==> config.mk <==
export PLATFORM = sky130hd
export DESIGN_NAME = linear_interp_resampler_unit
export DESIGN_NICKNAME = d
export VERILOG_FILES = /design/src/rtl/lirs_pkg.sv /design/src/rtl/linear_interp_resampler_unit.sv /design/src/rtl/lirs_ctrl.sv /design/src/rtl/lirs_dpath.sv
export SDC_FILE = /design/constraint.sdc
export NUM_CORES = 2
export LEC_CHECK = 0
export ABC_AREA = 1
export ABC_CLOCK_PERIOD_IN_PS = 7000
export BUFFER_PORTS_ARGS = -buffer_cell sky130_fd_sc_hd__buf_2
export CAP_MARGIN = 20
export CORE_MARGIN = 5
export CORE_UTILIZATION = 45
export DETAILED_ROUTE_END_ITERATION = 16
export GPL_TIMING_DRIVEN = 0
export HOLD_SLACK_MARGIN = 0.03
export PLACE_DENSITY_LB_ADDON = 0.05
export SYNTH_ARGS = -nofsm -noshare
export SYNTH_HDL_FRONTEND = slang
export SYNTH_HIERARCHICAL = 1
export SYNTH_SLANG_ARGS = --single-unit
==> constraint.sdc <==
create_clock -name i_clk -period 7 [get_ports i_clk]
set_input_delay 1.4 -clock i_clk [delete_from_list [all_inputs] [get_ports i_clk]]
set_output_delay 1.4 -clock i_clk [all_outputs]
set_load 0.02 [all_outputs]
==> src/rtl/lirs_pkg.sv <==
`timescale 1ns / 1ps
// ----------------------------------------------------------------------------
// lirs_pkg : shared types and constants of the linear-interpolation resampler
// Mode codes, output select codes, register indexes and the command/status
// structs that join the controller to the datapath.
// ----------------------------------------------------------------------------
package lirs_pkg;

    localparam int DEF_SAMPLE_BITS = 24;
    localparam int DEF_MAX_OUTPUTS = 2;

    localparam int RATE_BITS     = 16;   // width of both rate registers
    localparam int PH_BITS       = 40;   // phase accumulator width
    localparam int MUL_SPLIT     = 20;   // low slice of the phase difference per multiply
    localparam int DIV_STEP_BITS = 4;    // quotient bits retired per divider cycle

    localparam int CFG_IDX_BITS = 1;
    localparam logic [CFG_IDX_BITS-1:0] CFG_INPUT_RATE  = 1'd0;
    localparam logic [CFG_IDX_BITS-1:0] CFG_OUTPUT_RATE = 1'd1;

    // Rate ratio, decided from the two rate registers
    typedef enum logic [1:0] {
        MODE_DECIM,   // input rate twice output rate
        MODE_PASS,    // equal rates
        MODE_UP,      // output rate twice input rate
        MODE_GEN      // any other ratio, phase accumulators
    } t_mode;

    // Source of an emitted item
    typedef enum logic [1:0] {
        OSEL_X,       // current input
        OSEL_MID,     // midpoint of previous and current input
        OSEL_INT      // interpolated value
    } t_osel;

    typedef struct packed {
        logic  load;          // latch input, phase difference and |prev - x|
        logic  ip_inc;        // input counter step (decimate mode)
        logic  div_ph_start;  // divider: phase difference / input rate
        logic  div_iq_start;  // divider: product / output rate
        logic  div_step;
        logic  mul_lo;
        logic  mul_hi;
        logic  mul_sum;
        logic  ph_save;       // keep phase remainder and output count
        logic  next_k;        // move to next interpolation point
        logic  emit;
        t_osel emit_sel;
        logic  emit_last;
        logic  prev_upd;      // previous sample takes current input
        logic  ph_adv;        // input phase advance and previous sample update
        logic  ph_sync;       // phase realignment after interpolation
    } t_cmd;

    typedef struct packed {
        t_mode mode;
        logic  ip_odd;
        logic  d_neg;
        logic  div_done;
        logic  k_last;
        logic  out_free;
    } t_status;

endpackage

==> src/rtl/linear_interp_resampler_unit.sv <==
`timescale 1ns / 1ps
// ----------------------------------------------------------------------------
// linear_interp_resampler_unit : linear-interpolation sample rate converter
// Usage:
//  - Input channel i_in_valid/o_in_ready carries one signed sample per item.
//  - Output channel o_out_valid/i_out_ready carries resampled items; the
//    o_last_of_run flag marks the final item caused by one input item.
//  - The user writes rates via i_cfg_we/i_cfg_idx/i_cfg_data (index 0 input
//    rate, index 1 output rate) only while the block is idle; it has no check.
//  - One item is worked at a time. In general mode an item with no output
//    only advances the input phase and previous sample; else the radix-16
//    divider does one phase division, then for each output a two-slice
//    multiply and a division of QB quotient bits, QB being SAMPLE_BITS + 1
//    rounded up to a multiple of 4.
//  - A result sits in the output register while the next item is taken.
//    When the receiver stalls and a second result is due, the sequencer
//    waits with o_in_ready low.
//  - Synchronous reset: rates return to 1, phases and previous sample to 0,
//    output register empty.
// ----------------------------------------------------------------------------
module linear_interp_resampler_unit
    import lirs_pkg::*;
#(
    parameter int SAMPLE_BITS = DEF_SAMPLE_BITS,
    parameter int MAX_OUTPUTS = DEF_MAX_OUTPUTS
) (
    input  logic                          i_clk,
    input  logic                          i_rst_n,
    input  logic                          i_cfg_we,
    input  logic [CFG_IDX_BITS-1:0]       i_cfg_idx,
    input  logic [RATE_BITS-1:0]          i_cfg_data,
    input  logic                          i_in_valid,
    output logic                          o_in_ready,
    input  logic signed [SAMPLE_BITS-1:0] i_in_sample,
    output logic                          o_out_valid,
    input  logic                          i_out_ready,
    output logic signed [SAMPLE_BITS-1:0] o_out_sample,
    output logic                          o_last_of_run
);

    t_cmd    cmd;
    t_status status;

    lirs_ctrl u_ctrl (
        .i_clk      (i_clk),
        .i_rst_n    (i_rst_n),
        .i_in_valid (i_in_valid),
        .o_in_ready (o_in_ready),
        .i_status   (status),
        .o_cmd      (cmd)
    );

    lirs_dpath #(
        .SAMPLE_BITS (SAMPLE_BITS),
        .MAX_OUTPUTS (MAX_OUTPUTS)
    ) u_dpath (
        .i_clk         (i_clk),
        .i_rst_n       (i_rst_n),
        .i_cfg_we      (i_cfg_we),
        .i_cfg_idx     (i_cfg_idx),
        .i_cfg_data    (i_cfg_data),
        .i_in_sample   (i_in_sample),
        .i_cmd         (cmd),
        .o_status      (status),
        .i_out_ready   (i_out_ready),
        .o_out_valid   (o_out_valid),
        .o_out_sample  (o_out_sample),
        .o_last_of_run (o_last_of_run)
    );

endmodule

==> src/rtl/lirs_ctrl.sv <==
`timescale 1ns / 1ps
// ----------------------------------------------------------------------------
// lirs_ctrl : sequencer of the resampler
// Takes one item at a time, walks it through the mode's steps and issues
// datapath commands; waits on the output register when it is full.
// ----------------------------------------------------------------------------
module lirs_ctrl
    import lirs_pkg::*;
(
    input  logic    i_clk,
    input  logic    i_rst_n,
    input  logic    i_in_valid,
    output logic    o_in_ready,
    input  t_status i_status,
    output t_cmd    o_cmd
);

    typedef enum logic [3:0] {
        S_IDLE,
        S_DCHK,
        S_EMIT_MID,
        S_EMIT_X,
        S_EMIT_XP,
        S_GCHK,
        S_GUPD,
        S_PDIV,
        S_PDONE,
        S_MLO,
        S_MHI,
        S_MSUM,
        S_QLOAD,
        S_QDIV,
        S_EMIT_I,
        S_GSYNC
    } t_state;

    t_state r_state;
    t_state n_state;

    // State register
    always_ff @(posedge i_clk) begin
        if (!i_rst_n) begin
            r_state <= S_IDLE;
        end else begin
            r_state <= n_state;
        end
    end

    assign o_in_ready = (r_state == S_IDLE);

    // Next state and commands
    always_comb begin
        n_state = r_state;
        o_cmd   = '0;
        unique case (r_state)
            S_IDLE: begin
                if (i_in_valid) begin
                    o_cmd.load = 1'b1;
                    unique case (i_status.mode)
                        MODE_DECIM: begin
                            o_cmd.ip_inc = 1'b1;
                            n_state      = S_DCHK;
                        end
                        MODE_PASS: n_state = S_EMIT_X;
                        MODE_UP:   n_state = S_EMIT_MID;
                        MODE_GEN:  n_state = S_GCHK;
                    endcase
                end
            end
            // decimate: keep the item when the counter turned odd
            S_DCHK: begin
                n_state = i_status.ip_odd ? S_EMIT_X : S_IDLE;
            end
            S_EMIT_MID: begin
                if (i_status.out_free) begin
                    o_cmd.emit     = 1'b1;
                    o_cmd.emit_sel = OSEL_MID;
                    n_state        = S_EMIT_XP;
                end
            end
            S_EMIT_X: begin
                if (i_status.out_free) begin
                    o_cmd.emit      = 1'b1;
                    o_cmd.emit_sel  = OSEL_X;
                    o_cmd.emit_last = 1'b1;
                    n_state         = S_IDLE;
                end
            end
            S_EMIT_XP: begin
                if (i_status.out_free) begin
                    o_cmd.emit      = 1'b1;
                    o_cmd.emit_sel  = OSEL_X;
                    o_cmd.emit_last = 1'b1;
                    o_cmd.prev_upd  = 1'b1;
                    n_state         = S_IDLE;
                end
            end
            // general mode: output phase ahead means no output this item
            S_GCHK: begin
                if (i_status.d_neg) begin
                    n_state = S_GUPD;
                end else begin
                    o_cmd.div_ph_start = 1'b1;
                    n_state            = S_PDIV;
                end
            end
            S_GUPD: begin
                o_cmd.ph_adv = 1'b1;
                n_state      = S_IDLE;
            end
            S_PDIV: begin
                if (i_status.div_done) begin
                    n_state = S_PDONE;
                end else begin
                    o_cmd.div_step = 1'b1;
                end
            end
            S_PDONE: begin
                o_cmd.ph_save = 1'b1;
                n_state       = S_MLO;
            end
            S_MLO: begin
                o_cmd.mul_lo = 1'b1;
                n_state      = S_MHI;
            end
            S_MHI: begin
                o_cmd.mul_hi = 1'b1;
                n_state      = S_MSUM;
            end
            S_MSUM: begin
                o_cmd.mul_sum = 1'b1;
                n_state       = S_QLOAD;
            end
            S_QLOAD: begin
                o_cmd.div_iq_start = 1'b1;
                n_state            = S_QDIV;
            end
            S_QDIV: begin
                if (i_status.div_done) begin
                    n_state = S_EMIT_I;
                end else begin
                    o_cmd.div_step = 1'b1;
                end
            end
            S_EMIT_I: begin
                if (i_status.out_free) begin
                    o_cmd.emit      = 1'b1;
                    o_cmd.emit_sel  = OSEL_INT;
                    o_cmd.emit_last = i_status.k_last;
                    if (i_status.k_last) begin
                        n_state = S_GSYNC;
                    end else begin
                        o_cmd.next_k = 1'b1;
                        n_state      = S_MLO;
                    end
                end
            end
            S_GSYNC: begin
                o_cmd.ph_sync = 1'b1;
                n_state       = S_IDLE;
            end
        endcase
    end

endmodule

==> src/rtl/lirs_dpath.sv <==
`timescale 1ns / 1ps
// ----------------------------------------------------------------------------
// lirs_dpath : datapath of the resampler
// Rate registers, phase accumulators, previous sample, a two-slice multiplier,
// a shared radix-16 restoring divider and the output register.
// ----------------------------------------------------------------------------
module lirs_dpath
    import lirs_pkg::*;
#(
    parameter int SAMPLE_BITS = DEF_SAMPLE_BITS,
    parameter int MAX_OUTPUTS = DEF_MAX_OUTPUTS
) (
    input  logic                          i_clk,
    input  logic                          i_rst_n,
    input  logic                          i_cfg_we,
    input  logic [CFG_IDX_BITS-1:0]       i_cfg_idx,
    input  logic [RATE_BITS-1:0]          i_cfg_data,
    input  logic signed [SAMPLE_BITS-1:0] i_in_sample,
    input  t_cmd                          i_cmd,
    output t_status                       o_status,
    input  logic                          i_out_ready,
    output logic                          o_out_valid,
    output logic signed [SAMPLE_BITS-1:0] o_out_sample,
    output logic                          o_last_of_run
);

    // quotient bits kept for the interpolation term (covers the sample range + 1)
    localparam int QB         = ((SAMPLE_BITS + DIV_STEP_BITS) / DIV_STEP_BITS) * DIV_STEP_BITS;
    localparam int DW         = (QB > PH_BITS) ? QB : PH_BITS;
    localparam int DCW        = $clog2(DW / DIV_STEP_BITS + 1);
    localparam int DB         = PH_BITS - 1;            // non-negative phase difference
    localparam int HI_BITS    = DB - MUL_SPLIT;
    localparam int PW         = DB + SAMPLE_BITS;       // product width
    localparam int KW         = $clog2(MAX_OUTPUTS);
    localparam int PH_DIV_CYC = PH_BITS / DIV_STEP_BITS;
    localparam int IQ_DIV_CYC = QB / DIV_STEP_BITS;

    localparam logic signed [SAMPLE_BITS-1:0] SMP_MAX = {1'b0, {(SAMPLE_BITS-1){1'b1}}};
    localparam logic signed [SAMPLE_BITS-1:0] SMP_MIN = {1'b1, {(SAMPLE_BITS-1){1'b0}}};
    localparam logic signed [QB+1:0]          SUM_MAX = (QB+2)'(SMP_MAX);
    localparam logic signed [QB+1:0]          SUM_MIN = (QB+2)'(SMP_MIN);

    // architectural state
    logic [RATE_BITS-1:0]          r_in_rate;
    logic [RATE_BITS-1:0]          r_out_rate;
    logic signed [SAMPLE_BITS-1:0] r_prev;
    logic [PH_BITS-1:0]            r_ip;
    logic [PH_BITS-1:0]            r_op;

    // working registers
    logic signed [SAMPLE_BITS-1:0] r_x;
    logic [SAMPLE_BITS-1:0]        r_am;
    logic                          r_mneg;
    logic [PH_BITS-1:0]            r_dk;
    logic [MUL_SPLIT+SAMPLE_BITS-1:0] r_plo;
    logic [HI_BITS+SAMPLE_BITS-1:0]   r_phi;
    logic [PW-1:0]                 r_prod;
    logic [RATE_BITS-1:0]          r_div;
    logic [RATE_BITS-1:0]          r_rem;
    logic [DW-1:0]                 r_q;
    logic [DCW-1:0]                r_dcnt;
    logic                          r_sat;
    logic [RATE_BITS-1:0]          r_phrem;
    logic [KW-1:0]                 r_kleft;

    // output register
    logic                          r_out_vld;
    logic signed [SAMPLE_BITS-1:0] r_out_smp;
    logic                          r_out_last;

    logic [RATE_BITS-1:0]          fs_eff;
    logic [RATE_BITS-1:0]          ofs_eff;
    t_mode                         mode;
    logic signed [SAMPLE_BITS:0]   m_diff;
    logic [SAMPLE_BITS:0]          m_abs;
    logic [PW-QB-1:0]              p_hi;
    logic [RATE_BITS-1:0]          n_rem;
    logic [DW-1:0]                 n_q;
    logic [RATE_BITS:0]            trial;
    logic signed [SAMPLE_BITS:0]   mid_sum;
    logic signed [SAMPLE_BITS:0]   mid_adj;
    logic signed [QB+1:0]          x_ext;
    logic signed [QB+1:0]          t_mag;
    logic signed [QB+1:0]          t_sgn;
    logic signed [QB+1:0]          int_sum;
    logic signed [SAMPLE_BITS-1:0] n_int;
    logic signed [SAMPLE_BITS-1:0] n_result;
    logic                          out_free;

    // a zero rate counts as one
    assign fs_eff  = (r_in_rate  == '0) ? RATE_BITS'(1) : r_in_rate;
    assign ofs_eff = (r_out_rate == '0) ? RATE_BITS'(1) : r_out_rate;

    // Mode decode, 2:1 first, then 1:1, then 1:2
    always_comb begin
        priority if ({1'b0, fs_eff} == {ofs_eff, 1'b0}) begin
            mode = MODE_DECIM;
        end else if (fs_eff == ofs_eff) begin
            mode = MODE_PASS;
        end else if ({1'b0, ofs_eff} == {fs_eff, 1'b0}) begin
            mode = MODE_UP;
        end else begin
            mode = MODE_GEN;
        end
    end

    // slope term prev - x and its magnitude
    assign m_diff = {r_prev[SAMPLE_BITS-1], r_prev} - {i_in_sample[SAMPLE_BITS-1], i_in_sample};
    assign m_abs  = m_diff[SAMPLE_BITS] ? (~m_diff + 1'b1) : m_diff;

    // Divider: DIV_STEP_BITS restoring steps per cycle
    always_comb begin
        n_rem = r_rem;
        n_q   = r_q;
        trial = '0;
        for (int i = 0; i < DIV_STEP_BITS; i++) begin
            trial = {n_rem, n_q[DW-1]};
            n_q   = {n_q[DW-2:0], 1'b0};
            if (trial >= {1'b0, r_div}) begin
                trial  = trial - {1'b0, r_div};
                n_q[0] = 1'b1;
            end
            n_rem = trial[RATE_BITS-1:0];
        end
    end

    // high part of the product: quotient bits above QB exist when it reaches the divisor
    assign p_hi = r_prod[PW-1:QB];

    // midpoint, truncated toward zero
    assign mid_sum = {r_prev[SAMPLE_BITS-1], r_prev} + {r_x[SAMPLE_BITS-1], r_x};
    assign mid_adj = mid_sum + {{SAMPLE_BITS{1'b0}}, mid_sum[SAMPLE_BITS]};

    // interpolated value x +/- T, saturated
    assign x_ext   = (QB+2)'(r_x);
    assign t_mag   = {2'b00, r_q[QB-1:0]};
    assign t_sgn   = r_mneg ? -t_mag : t_mag;
    assign int_sum = x_ext + t_sgn;

    always_comb begin
        if (r_sat) begin
            n_int = r_mneg ? SMP_MIN : SMP_MAX;
        end else if (int_sum > SUM_MAX) begin
            n_int = SMP_MAX;
        end else if (int_sum < SUM_MIN) begin
            n_int = SMP_MIN;
        end else begin
            n_int = SAMPLE_BITS'(int_sum);
        end
    end

    // Output select
    always_comb begin
        unique case (i_cmd.emit_sel)
            OSEL_X:   n_result = r_x;
            OSEL_MID: n_result = mid_adj[SAMPLE_BITS:1];
            OSEL_INT: n_result = n_int;
            default:  n_result = r_x;
        endcase
    end

    // Rate registers, phases and previous sample
    always_ff @(posedge i_clk) begin
        if (!i_rst_n) begin
            r_in_rate  <= RATE_BITS'(1);
            r_out_rate <= RATE_BITS'(1);
            r_prev     <= '0;
            r_ip       <= '0;
            r_op       <= '0;
        end else begin
            if (i_cfg_we) begin
                if (i_cfg_idx == CFG_INPUT_RATE) begin
                    r_in_rate <= i_cfg_data;
                end else if (i_cfg_idx == CFG_OUTPUT_RATE) begin
                    r_out_rate <= i_cfg_data;
                end
            end
            if (i_cmd.ip_inc) begin
                r_ip <= r_ip + PH_BITS'(1);
            end
            if (i_cmd.prev_upd) begin
                r_prev <= r_x;
            end
            if (i_cmd.ph_adv) begin
                r_ip   <= r_ip + PH_BITS'(ofs_eff);
                r_prev <= r_x;
            end
            // realign: exact hit clears both phases before the advance
            if (i_cmd.ph_sync) begin
                if (r_phrem == '0) begin
                    r_op <= PH_BITS'(fs_eff);
                    r_ip <= PH_BITS'(ofs_eff);
                end else begin
                    r_op <= r_ip - PH_BITS'(r_phrem) + PH_BITS'(fs_eff);
                    r_ip <= r_ip + PH_BITS'(ofs_eff);
                end
                r_prev <= r_x;
            end
        end
    end

    // Divider cycle count
    always_ff @(posedge i_clk) begin
        if (!i_rst_n) begin
            r_dcnt <= '0;
        end else if (i_cmd.div_ph_start) begin
            r_dcnt <= DCW'(PH_DIV_CYC);
        end else if (i_cmd.div_iq_start) begin
            r_dcnt <= DCW'(IQ_DIV_CYC);
        end else if (i_cmd.div_step) begin
            r_dcnt <= r_dcnt - DCW'(1);
        end
    end

    // Working registers
    always_ff @(posedge i_clk) begin
        if (i_cmd.load) begin
            r_x    <= i_in_sample;
            r_am   <= m_abs[SAMPLE_BITS-1:0];
            r_mneg <= m_diff[SAMPLE_BITS];
            r_dk   <= r_ip - r_op;
        end
        if (i_cmd.next_k) begin
            r_dk    <= r_dk - PH_BITS'(fs_eff);
            r_kleft <= r_kleft - KW'(1);
        end
        if (i_cmd.mul_lo) begin
            r_plo <= r_dk[MUL_SPLIT-1:0] * r_am;
        end
        if (i_cmd.mul_hi) begin
            r_phi <= r_dk[DB-1:MUL_SPLIT] * r_am;
        end
        if (i_cmd.mul_sum) begin
            r_prod <= PW'(r_plo) + (PW'(r_phi) << MUL_SPLIT);
        end
        if (i_cmd.div_ph_start) begin
            r_div <= fs_eff;
            r_rem <= '0;
            r_q   <= DW'(r_dk) << (DW - PH_BITS);
        end else if (i_cmd.div_iq_start) begin
            r_div <= ofs_eff;
            r_rem <= RATE_BITS'(p_hi);
            r_q   <= DW'(r_prod[QB-1:0]) << (DW - QB);
            r_sat <= (p_hi >= (PW-QB)'(ofs_eff));
        end else if (i_cmd.div_step) begin
            r_rem <= n_rem;
            r_q   <= n_q;
        end
        // outputs still to make after the current one, capped at MAX_OUTPUTS - 1
        if (i_cmd.ph_save) begin
            r_phrem <= r_rem;
            if (r_q[PH_BITS-1:0] >= PH_BITS'(MAX_OUTPUTS - 1)) begin
                r_kleft <= KW'(MAX_OUTPUTS - 1);
            end else begin
                r_kleft <= r_q[KW-1:0];
            end
        end
    end

    // Output register
    assign out_free = !r_out_vld || i_out_ready;

    always_ff @(posedge i_clk) begin
        if (!i_rst_n) begin
            r_out_vld <= 1'b0;
        end else if (i_cmd.emit) begin
            r_out_vld <= 1'b1;
        end else if (i_out_ready) begin
            r_out_vld <= 1'b0;
        end
    end

    always_ff @(posedge i_clk) begin
        if (i_cmd.emit) begin
            r_out_smp  <= n_result;
            r_out_last <= i_cmd.emit_last;
        end
    end

    assign o_out_valid   = r_out_vld;
    assign o_out_sample  = r_out_smp;
    assign o_last_of_run = r_out_last;

    // Status to the controller
    always_comb begin
        o_status          = '0;
        o_status.mode     = mode;
        o_status.ip_odd   = r_ip[0];
        o_status.d_neg    = r_dk[PH_BITS-1];
        o_status.div_done = (r_dcnt == '0);
        o_status.k_last   = (r_kleft == '0);
        o_status.out_free = out_free;
    end

endmodule

==> metrics.txt <==
outcome complete, but fails checks; failing checks setup timing; DRT Wirelength 279300 microns; die footprint between 150000 and 200000 sq um; Core Box Area between 150000 and 200000 sq um; HPWL after DPL about 230000 microns; share of cells above drive strength 1 0.1165; Yosys warning count 6; global route overflow 0; Top delay family on crit path simple AND/OR/NAND/NOR gates; Initial DRC Count 6307; area post-placement 74440 sq um; Area contributors post-synth fa_1 22%, edfxtp_1 14%, nand2_1 12%; number of global-route vias before repair about 65000; cell taking the most area after synthesis fa_1; MaxCap Viol Count 0; final hold slack approximately 0.42 ns; mapped cell area about 70000 sq um; share of flip-flops with an asynchronous set or reset 0; die width 406.6 microns; Worst Reg2Reg Path Length in Cells 53; Inserted Clock Buffers 57; first-pass GRT wire length 411500 microns; headroom to the max-slew limit 0.2286; worst path required time between 7 and 8 ns; fin cells around 12000; Final #Nets around 11000; final setup violation count 18; synth unique cells 68; worst-path fanout max 8; endpoints failing hold 0; Syn Area/Cell approximately 7.5 sq um; CP most frequent cell nand2_4; port bufs slightly above 70; Seq/Total Area, Yosys 0.1889; Worst path slowest cell edfxtp_1; gpl congestion roughly 0.98; setup TNS -7.091 ns; syn_nets ~11000; Syn Inst Count 9442; H-tree depth 2; Initial Util 0.4526; RSZ-0062 raised after global routing true; row cnt approximately 150; Critical Path AT a little under 8 ns; area delta synth->final 15.91%; Setup CP Type flop to flop; DRC Markers 0; vias 65900; fin crit share 1.063; gr usage total 0.3328; Startpoint Class flop; CTS Buffer Depth 3; Final Max Slew Viols 0; post-DR wirelength/cell roughly 23 microns; setup ws final -0.4408 ns; CP Capture Type flop; Filler cells 15250; drt first pass iters 8; IO Pins 73; clock latency on the worst-skew pair slightly below 0.7 ns; Final Cell Area between 80000 and 90000 sq um; Antenna Nets Post-Route 0; instance count on the critical path 53; #FFs+latches synth 499; DP Cell Count roughly 12000; largest net degree at the start of global routing 41; crit-path max cell delay just under 0.4 ns; vias per inst ~5.5; top_reg_cell synth edfxtp_1; # clock sinks roughly 500; EDFF count, synth ~340; Register Area approximately 13000 sq um; initial antenna violation count 9; Tmin final 7.441 ns; area of the multi-input gates ~51000 sq um; clock tree from TritonCTS done; clock-pin slew on the worst setup and hold paths 0.06 ns; worst hold path type flop to flop; Max Fclk between 100 and 150 MHz; Clock Skew roughly 0.043 ns; area share of the largest cell type after synthesis 0.2240; cts hold-fix bufs 0; die height about 410 microns; hold path cells 0; CTS Root Cell clkbuf_16; WP buf/inv 12; worst-margin pin slew roughly 1.2 ns
## worst reg2reg max path, delay by kind of cell, from the launching register on
kind	cells	cell delay, ns
AO/OA/AOI/OAI	9	1.35
adder cells (fa/ha/maj)	4	1.15
buffers and inverters	12	1.45
flip-flops	1	0.39
AND/OR/NAND/NOR	28	2.83
## flip-flops by register name, indices dropped and copies added, names as in the netlist, 24 cells and up
name and cells:
u_dpath/r_op 40, u_dpath/r_am 24, u_dpath/r_x 24, u_dpath/r_q 40, u_dpath/r_dk 40, u_dpath/r_ip 40
u_dpath/r_prod 63, u_dpath/o_out_sample 24, u_dpath/r_plo 44, u_dpath/r_prev 24, u_dpath/r_phi 43
## cells in the mapped netlist (all sizes together) (4+ instances only)
| cell type | number |
|---|---|
| a211oi | 13 |
| a21boi | 24 |
| a21o | 31 |
| a21oi | 608 |
| a221oi | 9 |
| a22oi | 24 |
| a31oi | 67 |
| and2 | 7 |
| and3 | 4 |
| buf | 75 |
| clkbuf | 282 |
| clkinv | 10 |
| dfxtp | 161 |
| edfxtp | 338 |
| fa | 792 |
| ha | 607 |
| inv | 1939 |
| nand2 | 2259 |
| nand3 | 334 |
| nand3b | 19 |
| nand4 | 93 |
| nor2 | 614 |
| nor3 | 75 |
| nor3b | 8 |
| nor4 | 33 |
| o2111ai | 6 |
| o211ai | 56 |
| o21a | 25 |
| o21ai | 459 |
| o21bai | 28 |
| o221ai | 22 |
| o22ai | 21 |
| o31ai | 11 |
| or2 | 24 |
| xnor2 | 115 |
| xor2 | 227 |
## metrics by stage
| step | util | worst slack [ns] |
|---|---|---|
| 3_5_place_dp | 0.4760 | -2.242 |
| 5_1_grt | 0.5246 | -0.8043 |
| 2_1_floorplan | - | 0.01064 |
| 3_3_place_gp | 0.4718 | -2.246 |
| 4_1_cts | 0.5136 | -0.1565 |
| 6_report | 0.5246 | -0.4408 |
## placed cells by master, fill, tap and decap left out, types with 40 or more instances in the layout
cell and count:
nand2_2 78, edfxtp_1 338, o21ai_1 40, nand4_1 92, a31oi_1 62, xnor2_1 113, ha_1 540, o21ai_0 382
ha_4 57, a21oi_2 40, nor3_1 66, buf_8 41, clkbuf_16 71, buf_4 254, dfxtp_1 150, nand2_1 2151
fa_1 772, nand3_1 297, inv_1 1866, clkbuf_1 144, inv_2 57, a21oi_1 558, xor2_1 219, nor2_1 577
o211ai_1 55, buf_2 102
## layer usage
layer,vias to the layer above,routed length [microns],share of wire,track usage
met2,2777,122400,0.44,0.5254
met3,588,21490,0.077,0.04111
li1,30440,-,-,-
met5,-,46,0.00016,0
met1,32090,119600,0.43,0.4595
met4,6,15740,0.056,0.1503
## worst paths after layout
check                 endpoint  slack (ns)              from
max             u_dpath/r_q[0]       -0.44  u_dpath/r_div[7]
min          u_dpath/r_prod[3]        0.42  u_dpath/r_plo[3]
max reg2reg     u_dpath/r_q[0]       -0.44  u_dpath/r_div[7]
min reg2reg  u_dpath/r_prod[3]        0.42  u_dpath/r_plo[3]
## cell families after synthesis
logic type,Yosys count,synth area share
AND/OR/NAND/NOR,3471,0.2012
buffers and inverters,2306,0.1229
AO/OA/AOI/OAI,1423,0.1131
adder cells (fa/ha/maj),1399,0.3313
flip-flops,499,0.1889
XOR/XNOR,342,0.04232
multiplexers,2,0.0002828
## final cells by class
class                           count  share of cell area
Buffer                            311             0.02673
Antenna cell                        3          0.00009150
Timing Repair Buffer              390             0.04284
Inverter                         1949             0.08976
Clock inverter                     37            0.005276
Multi-Input combinational cell   6637              0.6221
Sequential cell                   499              0.1632
Clock buffer                       71             0.01864
Tap cell                         2058             0.03138
## what timing repair did
item | 4_1_cts | 5_1_grt
cloned | 7 | 2
pin swaps | 138 | 186
setup endpoints to repair | 77 | 50
endpoints found under the hold margin | 0 | 0
resized for setup | 653 | 379
buffers inserted | 181 | 95
Power is left out: the tool's default activity adds up to more than one toggle a clock period on the data nets, which glitch-free logic cannot reach.
